<file path="src/design/mec_pkg.sv">
// ----------------------------------------------------------------------------
// mec_pkg
// Shared widths, controller states and the command/status bundles of the
// modular exponentiation block.
// ----------------------------------------------------------------------------
package mec_pkg;

    localparam int OPERAND_BITS = 31;
    localparam int VALUE_BITS   = 32;
    localparam int RESULT_BITS  = 31;
    localparam int APB_DATA     = 32;
    localparam int APB_ADDR     = 3;
    localparam int CNT_MAX      = (VALUE_BITS > OPERAND_BITS) ? VALUE_BITS : OPERAND_BITS;
    localparam int CNT_BITS     = $clog2(CNT_MAX);

    localparam logic [OPERAND_BITS-1:0] EXP_RESET = OPERAND_BITS'(1);
    localparam logic [OPERAND_BITS-1:0] MOD_RESET = OPERAND_BITS'(64'h7FFF_FFFF);

    typedef enum logic [0:0] {
        REG_EXPONENT = 1'b0,
        REG_MODULUS  = 1'b1
    } mec_reg_t;

    typedef enum logic [3:0] {
        ST_IDLE,
        ST_RED,
        ST_FIX,
        ST_EXP,
        ST_MUL,
        ST_MUL_ST,
        ST_SQR,
        ST_SQR_ST,
        ST_DONE
    } mec_state_t;

    typedef struct packed {
        logic load;
        logic red_step;
        logic fix;
        logic mul_start;
        logic mul_step;
        logic mul_sel_sq;
        logic store_acc;
        logic store_base;
        logic exp_shift;
        logic out_load;
    } mec_cmd_t;

    typedef struct packed {
        logic exp_zero;
        logic exp_bit0;
        logic exp_last;
        logic red_done;
        logic mul_done;
        logic mod_le1;
    } mec_stat_t;

endpackage

</file>
<file path="src/design/modular_exponentiation_cipher.sv">
// ----------------------------------------------------------------------------
// modular_exponentiation_cipher
// Raises each request's base to the configured exponent modulo the configured
// modulus (right-to-left square-and-multiply, shift-and-add products).
//
//   channel  dir  handshake            payload
//   in       in   in_valid/in_ready    value  (32b signed)
//   out      out  out_valid/out_ready  result (31b)
//   cfg      in   APB psel/penable     exponent @0x0, modulus @0x4
//
// Each request takes a square for each exponent bit below the highest set bit
// and a multiply for each set bit; a modulus of 0 or 1 skips both. The shared
// modular multiplier consumes one multiplier bit per cycle. rst_n clears
// control state and loads exponent 1, modulus 2^31-1. A result waits in the
// output register; the next request is taken while it waits.
// ----------------------------------------------------------------------------
module modular_exponentiation_cipher
(
    input  logic                                  clk,
    input  logic                                  rst_n,
    input  logic                                  in_valid,
    output logic                                  in_ready,
    input  logic signed [mec_pkg::VALUE_BITS-1:0] value,
    output logic                                  out_valid,
    input  logic                                  out_ready,
    output logic [mec_pkg::RESULT_BITS-1:0]       result,
    input  logic                                  psel,
    input  logic                                  penable,
    input  logic                                  pwrite,
    input  logic [mec_pkg::APB_ADDR-1:0]          paddr,
    input  logic [mec_pkg::APB_DATA-1:0]          pwdata,
    output logic [mec_pkg::APB_DATA-1:0]          prdata,
    output logic                                  pready
);
    import mec_pkg::*;

    logic [OPERAND_BITS-1:0] exponent_reg;
    logic [OPERAND_BITS-1:0] modulus_reg;
    logic                    cfg_wr;
    mec_reg_t                cfg_sel;
    mec_cmd_t                cmd;
    mec_stat_t               stat;

    assign pready  = 1'b1;
    assign cfg_wr  = psel && penable && pwrite && pready;
    assign cfg_sel = mec_reg_t'(paddr[2]);

    always_ff @(posedge clk or negedge rst_n)
    begin
        if (!rst_n)
        begin
            exponent_reg <= EXP_RESET;
            modulus_reg  <= MOD_RESET;
        end
        else if (cfg_wr)
        begin
            unique case (cfg_sel)
                REG_EXPONENT: exponent_reg <= OPERAND_BITS'(pwdata);
                REG_MODULUS:  modulus_reg  <= OPERAND_BITS'(pwdata);
                default:      exponent_reg <= exponent_reg;
            endcase
        end
    end

    always_comb
    begin
        unique case (cfg_sel)
            REG_EXPONENT: prdata = APB_DATA'(exponent_reg);
            REG_MODULUS:  prdata = APB_DATA'(modulus_reg);
            default:      prdata = '0;
        endcase
    end

    mec_ctrl u_ctrl
    (
        .clk       (clk),
        .rst_n     (rst_n),
        .in_valid  (in_valid),
        .in_ready  (in_ready),
        .out_valid (out_valid),
        .out_ready (out_ready),
        .stat      (stat),
        .cmd       (cmd)
    );

    mec_dp u_dp
    (
        .clk      (clk),
        .cmd      (cmd),
        .stat     (stat),
        .value    (value),
        .exponent (exponent_reg),
        .modulus  (modulus_reg),
        .result   (result)
    );

`ifndef SYNTHESIS
    a_busy_after_accept: assert property (@(posedge clk) disable iff (!rst_n)
        (in_valid && in_ready) |=> !in_ready)
        else $error("request accepted but controller still ready");

    a_result_in_range: assert property (@(posedge clk) disable iff (!rst_n)
        (out_valid && modulus_reg != '0) |-> (OPERAND_BITS'(result) < modulus_reg))
        else $error("result not reduced below modulus");

    a_result_from_done: assert property (@(posedge clk) disable iff (!rst_n)
        $rose(out_valid) |-> $past(!in_ready))
        else $error("result appeared without a finished computation");
`endif

endmodule

</file>
<file path="src/design/mec_dp.sv">
// ----------------------------------------------------------------------------
// mec_dp
// Datapath: bit-serial base reduction and a shared shift-and-add modular
// multiplier used for both multiply and square steps.
// ----------------------------------------------------------------------------
module mec_dp
(
    input  logic                                 clk,
    input  mec_pkg::mec_cmd_t                    cmd,
    output mec_pkg::mec_stat_t                   stat,
    input  logic signed [mec_pkg::VALUE_BITS-1:0] value,
    input  logic [mec_pkg::OPERAND_BITS-1:0]      exponent,
    input  logic [mec_pkg::OPERAND_BITS-1:0]      modulus,
    output logic [mec_pkg::RESULT_BITS-1:0]       result
);
    import mec_pkg::*;

    localparam int W = OPERAND_BITS;

    logic [VALUE_BITS-1:0] mag_reg, mag_next;
    logic                  neg_reg, neg_next;
    logic [W-1:0]          mod_reg, mod_next;
    logic [W-1:0]          exp_reg, exp_next;
    logic [W-1:0]          rem_reg, rem_next;
    logic [W-1:0]          base_reg, base_next;
    logic [W-1:0]          acc_reg, acc_next;
    logic [W-1:0]          prod_reg, prod_next;
    logic [W-1:0]          mshift_reg, mshift_next;
    logic [CNT_BITS-1:0]   cnt_reg, cnt_next;
    logic [RESULT_BITS-1:0] result_reg, result_next;

    logic [W:0]   m_ext;
    logic [W:0]   red_t;
    logic [W:0]   dbl;
    logic [W:0]   dbl_r;
    logic [W-1:0] addend;
    logic [W:0]   sum;
    logic [W:0]   sum_r;
    logic [W-1:0] mul_out;

    assign m_ext = {1'b0, mod_reg};
    assign red_t = {rem_reg, mag_reg[VALUE_BITS-1]};

    always_comb
    begin
        dbl     = {prod_reg, 1'b0};
        dbl_r   = (dbl >= m_ext) ? (dbl - m_ext) : dbl;
        addend  = mshift_reg[W-1] ? (cmd.mul_sel_sq ? base_reg : acc_reg) : '0;
        sum     = dbl_r + {1'b0, addend};
        sum_r   = (sum >= m_ext) ? (sum - m_ext) : sum;
        mul_out = sum_r[W-1:0];
    end

    always_comb
    begin
        mag_next    = mag_reg;
        neg_next    = neg_reg;
        mod_next    = mod_reg;
        exp_next    = exp_reg;
        rem_next    = rem_reg;
        base_next   = base_reg;
        acc_next    = acc_reg;
        prod_next   = prod_reg;
        mshift_next = mshift_reg;
        cnt_next    = cnt_reg;
        result_next = result_reg;

        if (cmd.load)
        begin
            neg_next = value[VALUE_BITS-1];
            mag_next = value[VALUE_BITS-1] ? (~$unsigned(value) + 1'b1) : $unsigned(value);
            mod_next = modulus;
            exp_next = exponent;
            rem_next = '0;
            cnt_next = '0;
        end
        if (cmd.red_step)
        begin
            rem_next = (red_t >= m_ext) ? W'(red_t - m_ext) : W'(red_t);
            mag_next = {mag_reg[VALUE_BITS-2:0], 1'b0};
            cnt_next = cnt_reg + 1'b1;
        end
        if (cmd.fix)
        begin
            base_next = (neg_reg && rem_reg != '0) ? (mod_reg - rem_reg) : rem_reg;
            acc_next  = W'(1);
        end
        if (cmd.mul_start)
        begin
            prod_next   = '0;
            mshift_next = base_reg;
            cnt_next    = '0;
        end
        if (cmd.mul_step)
        begin
            prod_next   = mul_out;
            mshift_next = {mshift_reg[W-2:0], 1'b0};
            cnt_next    = cnt_reg + 1'b1;
        end
        if (cmd.store_acc)
        begin
            acc_next = prod_reg;
        end
        if (cmd.store_base)
        begin
            base_next = prod_reg;
        end
        if (cmd.exp_shift)
        begin
            exp_next = exp_reg >> 1;
        end
        if (cmd.out_load)
        begin
            result_next = (mod_reg <= W'(1)) ? '0 : RESULT_BITS'(acc_reg);
        end
    end

    always_ff @(posedge clk)
    begin
        mag_reg    <= mag_next;
        neg_reg    <= neg_next;
        mod_reg    <= mod_next;
        exp_reg    <= exp_next;
        rem_reg    <= rem_next;
        base_reg   <= base_next;
        acc_reg    <= acc_next;
        prod_reg   <= prod_next;
        mshift_reg <= mshift_next;
        cnt_reg    <= cnt_next;
        result_reg <= result_next;
    end

    assign stat.exp_zero = (exp_reg == '0);
    assign stat.exp_bit0 = exp_reg[0];
    assign stat.exp_last = ((exp_reg >> 1) == '0);
    assign stat.red_done = (cnt_reg == CNT_BITS'(VALUE_BITS - 1));
    assign stat.mul_done = (cnt_reg == CNT_BITS'(W - 1));
    assign stat.mod_le1  = (mod_reg <= W'(1));

    assign result = result_reg;

endmodule

</file>
<file path="src/design/mec_ctrl.sv">
// ----------------------------------------------------------------------------
// mec_ctrl
// Controller: sequences reduction, multiply and square steps, and owns the
// request handshakes.
// ----------------------------------------------------------------------------
module mec_ctrl
(
    input  logic               clk,
    input  logic               rst_n,
    input  logic               in_valid,
    output logic               in_ready,
    output logic               out_valid,
    input  logic               out_ready,
    input  mec_pkg::mec_stat_t stat,
    output mec_pkg::mec_cmd_t  cmd
);
    import mec_pkg::*;

    mec_state_t state_reg, state_next;
    logic       out_valid_reg, out_valid_next;
    logic       out_free;

    assign out_free = !out_valid_reg || out_ready;

    always_comb
    begin
        state_next = state_reg;
        unique case (state_reg)
            ST_IDLE:
                if (in_valid)
                begin
                    state_next = ST_RED;
                end
            ST_RED:
                if (stat.red_done)
                begin
                    state_next = ST_FIX;
                end
            ST_FIX:
                state_next = stat.mod_le1 ? ST_DONE : ST_EXP;
            ST_EXP:
                priority if (stat.exp_zero)
                begin
                    state_next = ST_DONE;
                end
                else if (stat.exp_bit0)
                begin
                    state_next = ST_MUL;
                end
                else
                begin
                    state_next = ST_SQR;
                end
            ST_MUL:
                if (stat.mul_done)
                begin
                    state_next = ST_MUL_ST;
                end
            ST_MUL_ST:
                state_next = stat.exp_last ? ST_DONE : ST_SQR;
            ST_SQR:
                if (stat.mul_done)
                begin
                    state_next = ST_SQR_ST;
                end
            ST_SQR_ST:
                state_next = ST_EXP;
            ST_DONE:
                if (out_free)
                begin
                    state_next = ST_IDLE;
                end
            default:
                state_next = ST_IDLE;
        endcase
    end

    always_comb
    begin
        cmd            = '0;
        out_valid_next = out_valid_reg && !out_ready;
        unique case (state_reg)
            ST_IDLE:
                cmd.load = in_valid;
            ST_RED:
                cmd.red_step = 1'b1;
            ST_FIX:
                cmd.fix = 1'b1;
            ST_EXP:
                cmd.mul_start = !stat.exp_zero;
            ST_MUL:
                cmd.mul_step = 1'b1;
            ST_MUL_ST:
            begin
                cmd.store_acc = 1'b1;
                cmd.exp_shift = stat.exp_last;
                cmd.mul_start = !stat.exp_last;
            end
            ST_SQR:
            begin
                cmd.mul_step   = 1'b1;
                cmd.mul_sel_sq = 1'b1;
            end
            ST_SQR_ST:
            begin
                cmd.store_base = 1'b1;
                cmd.exp_shift  = 1'b1;
            end
            ST_DONE:
                if (out_free)
                begin
                    cmd.out_load   = 1'b1;
                    out_valid_next = 1'b1;
                end
            default:
                cmd = '0;
        endcase
    end

    always_ff @(posedge clk or negedge rst_n)
    begin
        if (!rst_n)
        begin
            state_reg     <= ST_IDLE;
            out_valid_reg <= 1'b0;
        end
        else
        begin
            state_reg     <= state_next;
            out_valid_reg <= out_valid_next;
        end
    end

    assign in_ready  = (state_reg == ST_IDLE);
    assign out_valid = out_valid_reg;

endmodule
</file>
<file path="config.mk">
export PLATFORM = sky130hd
export DESIGN_NAME = modular_exponentiation_cipher
export DESIGN_NICKNAME = d
export VERILOG_FILES = /design/src/design/mec_pkg.sv /design/src/design/modular_exponentiation_cipher.sv /design/src/design/mec_dp.sv /design/src/design/mec_ctrl.sv
export SDC_FILE = /design/constraint.sdc
export NUM_CORES = 1
export LEC_CHECK = 0
export CAP_MARGIN = 20
export CORE_ASPECT_RATIO = 0.5
export CORE_MARGIN = 8
export CORE_UTILIZATION = 30
export DETAILED_ROUTE_END_ITERATION = 16
export DONT_BUFFER_PORTS = 1
export SYNTH_ARGS = -nofsm -noshare
export SYNTH_HDL_FRONTEND = slang
export SYNTH_SLANG_ARGS = --single-unit
</file>
<file path="constraint.sdc">
create_clock -name clk -period 6.9 [get_ports clk]
set_input_delay 0 -clock clk [delete_from_list [all_inputs] [get_ports clk]]
set_output_delay 0 -clock clk [all_outputs]
set_load 0.05 [all_outputs]
</file>
Yosys cells after proc, flatten, opt, wreduce, memory -nomap -nowiden:

Index checks and enable logic that the tools add are counted.
W data, S select, Z words.

* mux-type cells: 49
* order comparisons: 4
* add/subtract/negate cells: 7
* reductions and logical operators: 23
* equality and inequality tests: 15
* bitwise logic cells: 2

Operator list (count)
* $mux W31: 15
* $mux W32: 4
* $ge A32 B31 Y1: 3
* $sub A31 B31 Y31: 3
* $pmux W32 S2: 1
* $logic_not A31 Y1: 2
* $mux W30: 2
* $pmux W4 S9: 1
* $add A32 B1 Y32 const B: 1
* $add A32 B31 Y32: 1
* $mux W4: 8
* $not A32 Y32: 1
* $sub A32 B31 Y32: 1
* $le A31 B1 Y1 const B: 1
* $reduce_bool A31 Y1: 1
* $mux W5: 4
* $eq A4 B3 Y1 const B: 4
* $mux W1: 11
* $eq A5 B5 Y1 const B: 2
* $reduce_bool A2 Y1: 5
* $eq A4 B2 Y1 const B: 2
* $ne A2 B2 Y1 const B: 4
* $add A5 B1 Y5 const B: 1
* $reduce_and A5 Y1: 1
* 13 further kinds: 21

* input bits: 74
* word-level logic and storage cells: 118
* flip-flop bits (word level): 353

Longest topological paths before layout:

Gate-level depths: netlist of run 1.

* word-level depth: 8
* mapped depth: 36

Hierarchy:

From an unflattened synthesis of run 1, not the netlist that was laid out.

* cells, all modules: 2461
* area, all modules: 24539.8 um2

Modules (own cells, without submodules)
* mec_dp: cells each 2236, times used 1, area each 21217.8 um2, sequential area each 8558.2 um2
* modular_exponentiation_cipher: cells each 171, times used 1, area each 2904.0 um2, sequential area each 1591.5 um2
* mec_ctrl: cells each 54, times used 1, area each 417.9 um2, sequential area each 125.1 um2

Worst setup path before layout of run 1:

No wires, ideal clock.

* kind: register -> register
* start point: register u_dp.mod_reg[1]
* end point: register u_dp.prod_reg[21], data pin
* period minus slack after synthesis: 7.264 ns
* data arrival time: 7.009 ns
* stages on the path, launching flop included: 33
* setup slack: -0.364 ns
* library setup time: 0.255 ns
* cells stage by stage: edfxtp_1 -> inv_1 -> fa_1 -> a21o_1 -> a21oi_1 -> o21a_1 -> o31ai_2 -> o21ai_1 -> o21ai_1 -> clkbuf_1 -> mux2_2 -> ha_1 -> o211ai_1 -> a21oi_1 -> o31a_1 -> a31o_2 -> a31oi_1 -> nand2b_1 -> a21oi_1 -> o21bai_1 -> xor2_1 -> ha_1 -> nand4_1 -> nor3_1 -> nor2_1 -> a32o_1 -> a311o_1 -> and3_1 -> o221a_2 -> or2_1 -> buf_6 -> buf_6 -> a31o_1

* word-level cells in the longest chain between the ends: 6
* elaborated cells between the ends (all ways): 8
* those cells by class: 3 x add/sub; 2 x order compare; 3 x mux

RTL lines
* start: declaration: line mec_dp.sv:22 `logic [W-1:0] mod_reg, mod_next;`
* start signal: assignment: line mec_dp.sv:122 `mod_reg <= mod_next;`
* $sub A32 B31 Y32 / $ge A32 B31 Y1 (equally long branches): line mec_dp.sv:47 `dbl_r = (dbl >= m_ext) ? (dbl - m_ext) : dbl;`
* $mux W32: line mec_dp.sv:47
* $add A32 B31 Y32: line mec_dp.sv:49 `sum = dbl_r + {1'b0, addend};`
* $sub A31 B31 Y31 / $ge A32 B31 Y1 (equally long branches): line mec_dp.sv:50 `sum_r = (sum >= m_ext) ? (sum - m_ext) : sum;`
* $mux W31 (*): line mec_dp.sv:50
* $mux W31 (*): line mec_dp.sv:94 `if (cmd.mul_step)`
* end signal: assignment: line mec_dp.sv:127 `prod_reg <= prod_next;`
* end: declaration: line mec_dp.sv:27 `logic [W-1:0] prod_reg, prod_next;`

Mark *: on every way between the ends. The rest lies on a longest branch, timed or not.
A chain may end at the register's enable or synchronous reset.

Worst setup path after layout of run 1:

* start point: register u_dp.mod_reg[22]
* end point: register u_dp.prod_reg[20], data pin

* word-level cells in the longest chain between the ends: 6
* elaborated cells between the ends (all ways): 8
* those cells by class: 3 x add/sub; 2 x order compare; 3 x mux

RTL lines (line)
* $sub A32 B31 Y32 / $ge A32 B31 Y1 (equally long branches): mec_dp.sv:47
* $mux W32: mec_dp.sv:47
* $add A32 B31 Y32: mec_dp.sv:49
* $ge A32 B31 Y1 / $sub A31 B31 Y31 (equally long branches): mec_dp.sv:50
* $mux W31 (*): mec_dp.sv:50
* $mux W31 (*): mec_dp.sv:94

Marks and branches as above.

==> results of run 1 <==
==> metal layers <==
layer  routed length [um]  GRT usage [%]  vias to the layer above
met3                 5690           2.97                      127
met4                 2290           4.76                        2
met1                38400           24.6                    10000
met5                   13              0                        -
met2                34900           26.4                      674
li1                     -              -                     9924
==> Yosys cell counts, types with 34 or more instances <==
cell,instances
sky130_fd_sc_hd__xor2_1,65
sky130_fd_sc_hd__xnor2_1,90
sky130_fd_sc_hd__nand3_1,34
sky130_fd_sc_hd__and3_1,46
sky130_fd_sc_hd__nor2_1,183
sky130_fd_sc_hd__nor2b_1,57
sky130_fd_sc_hd__ha_1,158
sky130_fd_sc_hd__a21oi_1,198
sky130_fd_sc_hd__inv_1,122
sky130_fd_sc_hd__mux2_2,138
sky130_fd_sc_hd__a21o_1,62
sky130_fd_sc_hd__edfxtp_1,283
sky130_fd_sc_hd__clkbuf_1,81
sky130_fd_sc_hd__nand2_1,206
sky130_fd_sc_hd__dfrtp_1,35
sky130_fd_sc_hd__o21ai_0,132
sky130_fd_sc_hd__nor4_1,41
sky130_fd_sc_hd__a21boi_0,37
==> metrics by stage <==
| step | TNS (ns) | hold slack, ns | setup slack, ns |
|---|---|---|---|
| floorplan | 0 | -0.296 | 0.0335 |
| global placement | -4.21 | -0.289 | -0.193 |
| detailed placement | -7.91 | -0.289 | -0.329 |
| CTS | 0 | 0.00782 | 0.0280 |
| global route | -4.94 | 0.0646 | -0.212 |
| finish | -0.0176 | 0.0528 | -0.0118 |
==> cell type report <==
class	instances	area, um2	area share [%]
Multi-Input combinational cell	1874	13900	44.4
Antenna cell	5	12.5	0.0400
Clock buffer	55	1160	3.71
Inverter	122	458	1.46
Tap cell	1087	1360	4.35
Clock inverter	17	191	0.612
Timing Repair Buffer	473	3940	12.6
Sequential cell	353	10300	32.8
==> worst min-delay path by stage <==
stage / end / slack (ns) / depth (start not counted)
after CTS: u_dp.mag_reg[16]$_DFFE_PP_ / 0.008 / 4
after global placement: u_ctrl.state_reg[1]$_DFFE_PN0P_ / -0.29 / 0
after global routing: modulus_reg[1]$_DFFE_PN1P_ / 0.06 / 3
after floorplan: exponent_reg[10]$_DFFE_PN0P_ / -0.30 / 0
final: modulus_reg[1]$_DFFE_PN1P_ / 0.05 / 3
after detailed placement: u_ctrl.state_reg[1]$_DFFE_PN0P_ / -0.29 / 0
==> logic make-up after synthesis <==
group,synth area share [%]
simple gates,14.3
compound gates,18.4
other cells,0.0309
fa+ha+maj,8.54
flops,42.2
buf+inv,3.61
mux,7.37
xor+xnor,5.58
==> cells in the final DEF (no fill, tap or decap), drive strengths merged, types with 43 or more instances in the layout <==
master	netlist	final
a21oi	198	198
a21o	62	62
mux2	138	138
nor2	183	183
ha	158	158
edfxtp	283	283
nor2b	57	57
xnor2	90	90
xor2	65	65
buf	21	365
clkbuf	81	55
and3	46	46
dlygate4sd3	0	108
nand2	206	206
o21ai	144	145
nor4	43	43
inv	122	127
==> timing repair <==
item,CTS,global route
endpoints found under the setup margin,31,31
pin swaps,32,24
gates resized for setup,79,40
endpoints found under the hold margin,190,0
setup buffers,8,9
hold buffers,109,0
gates cloned,3,0
==> worst max-delay path, delay by kind of cell (launching register included) <==
family / cells / cell delay (ns)
DFF: 1 / 0.36
and+or+nand+nor: 7 / 1.28
buffers and inverters: 4 / 0.60
adders and majority gates: 3 / 0.80
muxes: 1 / 0.30
AOI/OAI and AO/OA: 16 / 3.15
xor gates and xnor gates: 1 / 0.16
==> flow_summary.ini, run 1 <==
[placed_design]
buffer_ports.inserted = 0
post-dp-hpwl_mm = 62.4
post_dp_cell_area_mm2 = 0.0280
gp_routability_congestion = 0.946
post-place-cells = 3780

[die]
area_of_the_die_mm2 = 0.0910
row_count = 73
coreArea_mm2 = 0.0798
die_width_um = 419
ios = 140
initial_utilization_pct = 30.5
die_y_um = 217

[run]
drv.max_cap_violation_count = 0

[worst_setup_path]
cpMaxStageDelayCell = sky130_fd_sc_hd__edfxtp_1
cp_data_required_time_ns = 7.23
critical_path_class = reg2reg
cp_max_fo = 8
timing.critical_path.to = u_dp.prod_reg[20]$_SDFFCE_PN0P_
cpMostUsedCell = sky130_fd_sc_hd__a21oi_2
worstRegToRegCells = 32
timing.reg2reg.setup_slack_ns = -0.01
worst_path_largest_cell_delay_ns = 0.36
timing.critical_path.from = u_dp.mod_reg[22]$_DFFE_PP_
critPathCaptureType = flop
critPathArrivalTime_ns = 7.24
r2r_start = u_dp.mod_reg[22]$_DFFE_PP_
rr_endpoint = u_dp.prod_reg[20]$_SDFFCE_PN0P_
critical_path.startpoint_type = flop

[cells_and_area]
design_area_mm2 = 0.0313
finish.net_count = 3101
largest_register_ff_count = 32
area.growth.synth_to_final_pct = 28.6
layout-drive-gt1-share_pct = 25.5
finish.cell_count_without_fillers = 3986
utilization_pct = 39.2
nFillCells = 7750

[clock_tree]
worst_setup_hold_path_clk_slew_ns = 0.06
clock_path_buffers = 3
cts_inserted_buffers = 40
tritoncts = built
cts_htree_levels = 2
clock_sinks = 353
clock_latency_ns = 0.60
clockRootBuffer = sky130_fd_sc_hd__clkbuf_16

[global_route]
grt_antenna_before_repair = 8
global_route.overflow_total = 0
grt_use_total_pct = 17.1
grt_max_degree = 65
wire_length_of_the_first_global_routing_pass_mm = 123
first_global_vias = 20200

[sta]
timing_hold_violations_final = 0
slew_headroom_pct = 29.6
final_max_slew_viol_count = 0
final.setup_skew_ns = 0.0369
rsz0062_at_grt = yes
worst_slack_ns = -0.0118
post-route-period-util_pct = 100
fmax_mhz = 145
worst-slew-pin-transition_ns = 1.05
final.min_clock_period_ns = 6.91
setup_violations = 2

[drt]
totalWireLength_mm = 81.3
via_count = 20700
drc = 0
antenna_violating_nets_post_route = 0
initialDrtViolationCount = 1724
first_pass_iters = 5
viasPerCell = 5.20
average_routed_wire_per_standard_cell_um = 20.4

[hold_path]
hold_path_class = in2reg
min_from = paddr[2]

[yosys]
ys_seq_area_share_pct = 42.2
most_used_flip_flop_cell_after_synthesis = sky130_fd_sc_hd__edfxtp_1
ys_ff_latch = 353
synth_edf_count = 283
synth.area.top_cells = sky130_fd_sc_hd__edfxtp_1, sky130_fd_sc_hd__ha_1, sky130_fd_sc_hd__mux2_2
yosys_warnings = 0
synthesis.area_per_instance_um2 = 9.93
synth.lib_cells_used.distinct = 84
async_reset_ff_share_pct = 19.0
synthCells = 2450
post-synth-top-area-cell = sky130_fd_sc_hd__edfxtp_1
synthesis.nets = 2687
synthesis.area_mm2 = 0.0243
yosysTopAreaCellShare_pct = 34.9

[run_status]
violated_checks = setup timing
run_status = finished with violations
Power of run 1 is not shown: default switching activity piles up to over one toggle a cycle in this logic, so the estimate is an artifact.
==> run 2: changes to the inputs <==
--- a/config.mk
+++ b/config.mk
@@ -7,7 +7,6 @@
 export LEC_CHECK = 0
 export CAP_MARGIN = 20
 export CORE_ASPECT_RATIO = 0.5
-export CORE_MARGIN = 8
 export CORE_UTILIZATION = 30
 export DETAILED_ROUTE_END_ITERATION = 16
 export DONT_BUFFER_PORTS = 1
==> run 2 against run 1 <==
- largest cell class unchanged
- the flow finishes with violations (hold timing, setup timing)
- critical path depth down 2
- wire length down 1.2%
- worst hold slack worse by 0.059 ns
- clock skew down 0.020 ns
==> flow_summary.ini, run 2 (synthesis results as in run 1) <==
[run_status]
run_status = finished with violations
violated_checks = hold timing, setup timing

[worst_setup_path]
critPathArrivalTime_ns = 7.36
cp_data_required_time_ns = 7.23
worst_path_largest_cell_delay_ns = 0.44
critPathCaptureType = flop
timing.reg2reg.setup_slack_ns = -0.13
cp_max_fo = 34
cpMaxStageDelayCell = sky130_fd_sc_hd__o41ai_4
critical_path_class = reg2reg
critical_path.startpoint_type = flop

[cells_and_area]
layout_common_cells = sky130_fd_sc_hd__buf_4, sky130_fd_sc_hd__edfxtp_1, sky130_fd_sc_hd__nand2_1
layout-drive-gt1-share_pct = 24.4
finish.net_count = 3078
largest_register_ff_count = 32
area.growth.synth_to_final_pct = 26.8
commonest_non_fill_non_tap_cell_in_the_layout = sky130_fd_sc_hd__buf_4
design_area_mm2 = 0.0309

[die]
initial_utilization_pct = 30.5
die_y_um = 203
row_count = 73
area_of_the_die_mm2 = 0.0823
ios = 140
coreArea_mm2 = 0.0798
die_width_um = 405

[sta]
slew_headroom_pct = 44.1
final.min_clock_period_ns = 7.03
final.setup_skew_ns = 0.0171
setup_violations = 27
worst-slew-pin-transition_ns = 0.835
timing_hold_violations_final = 2
worst_slack_ns = -0.127
rsz0062_at_grt = yes
fmax_mhz = 142
post-route-period-util_pct = 102
hold_ws_ns = -0.00632
final_max_slew_viol_count = 0

[global_route]
wire_length_of_the_first_global_routing_pass_mm = 121
grt-busiest-layer = met2
globalRouteMet2Util_pct = 29.2
globalRouteMet3Util_pct = 2.67
grt_antenna_before_repair = 2
grt.met1_usage_pct = 28.2
first_global_vias = 19900
grt_use_total_pct = 19.2
grt_max_degree = 68
global_route.overflow_total = 0

[placed_design]
post-dp-hpwl_mm = 62.2
gp_routability_congestion = 0.953
buffer_ports.inserted = 0
post_dp_cell_area_mm2 = 0.0281

[clock_tree]
clock_latency_ns = 0.57
clock_path_buffers = 3
worst_setup_hold_path_clk_slew_ns = 0.06
clock_sinks = 353
cts_inserted_buffers = 40
tritoncts = built
clockRootBuffer = sky130_fd_sc_hd__clkbuf_16
cts_htree_levels = 2

[drt]
first_pass_iters = 6
viasPerCell = 5.19
via_count = 20600
drc = 0
totalWireLength_mm = 80.3
average_routed_wire_per_standard_cell_um = 20.3
initialDrtViolationCount = 1586
antenna_violating_nets_post_route = 0

[hold_path]
hold_path_class = in2async

[run]
drv.max_cap_violation_count = 0
run 2: cell types whose count changed in the layout (fill, tap and decap cells not counted), sizes merged:
cell	previous run	this run
o21ai	145	144
clkbuf	55	60
diode	5	3
clkinv	9	10
clkinvlp	2	0
dlygate4sd3	108	88
bufinv	1	2
inv	127	124
buf	365	362
run 2: final cells by class:
cell class | count | area, um2
Fill cell | 7840 | 49000
Multi-Input combinational cell | 1873 | 13700
Sequential cell | 353 | 10300
Timing Repair Buffer | 451 | 3760
Tap cell | 1087 | 1360
Clock buffer | 59 | 1180
Inverter | 122 | 458
Clock inverter | 14 | 141
Antenna cell | 3 | 7.51
run 2: per-stage QoR:
step           setup slack [ns]  setup TNS (ns)  cells  utilization, %  hold WS (ns)
2_1_floorplan            0.0335               0   2450               -        -0.296
3_3_place_gp             -0.380           -9.67   3788            35.2        -0.291
3_5_place_dp             -0.473          -12.69   3788            35.2        -0.291
4_1_cts                 -0.0328          -0.198   3955            38.3        0.0102
5_1_grt                  -0.393          -10.45   3960            38.7       0.00708
6_report                 -0.127           -2.13   3962            38.7      -0.00632
run 2: routing by layer:
metal,routed length (um),vias to the layer above
met3,5790,95
met2,34100,619
met4,1920,0
met1,38500,9958
li1,-,9895
met5,0,-
run 2: final timing paths:
path / cells after the start / to / from
worst min-delay path: 2 / u_ctrl.state_reg[1]$_DFFE_PN0P_ / rst_n
worst min register to register: 2 / u_dp.mshift_reg[0]$_SDFFE_PP0P_ / u_dp.mshift_reg[0]$_SDFFE_PP0P_
max in group asynchronous: 2 / modulus_reg[24]$_DFFE_PN1P_ / rst_n
min in group clk: 4 / u_dp.mag_reg[31]$_DFFE_PP_ / value[25]
worst max-delay path: 30 / u_dp.prod_reg[9]$_SDFFCE_PN0P_ / u_dp.mod_reg[15]$_DFFE_PP_
worst max register to register: 30 / u_dp.prod_reg[9]$_SDFFCE_PN0P_ / u_dp.mod_reg[15]$_DFFE_PP_
run 2: what timing repair did:
action	in CTS	in global routing
hold buffers	89	0
gates resized for setup	41	38
endpoints found under the hold margin	184	0
endpoints found under the setup margin	31	31
pin swaps	16	38
gates cloned	1	1
setup buffers	4	3
run 2: critical path: cells and delay by family (launching register included):
kind | cells | cell delay [ns]
flip-flops | 1 | 0.38
multiplexers | 1 | 0.36
AND/OR/NAND/NOR | 7 | 1.36
adder cells (fa/ha/maj) | 3 | 0.94
XOR/XNOR | 1 | 0.22
AO/OA/AOI/OAI | 14 | 2.86
buffers and inverters | 4 | 0.63
Power of run 2 is left out for the same reason.
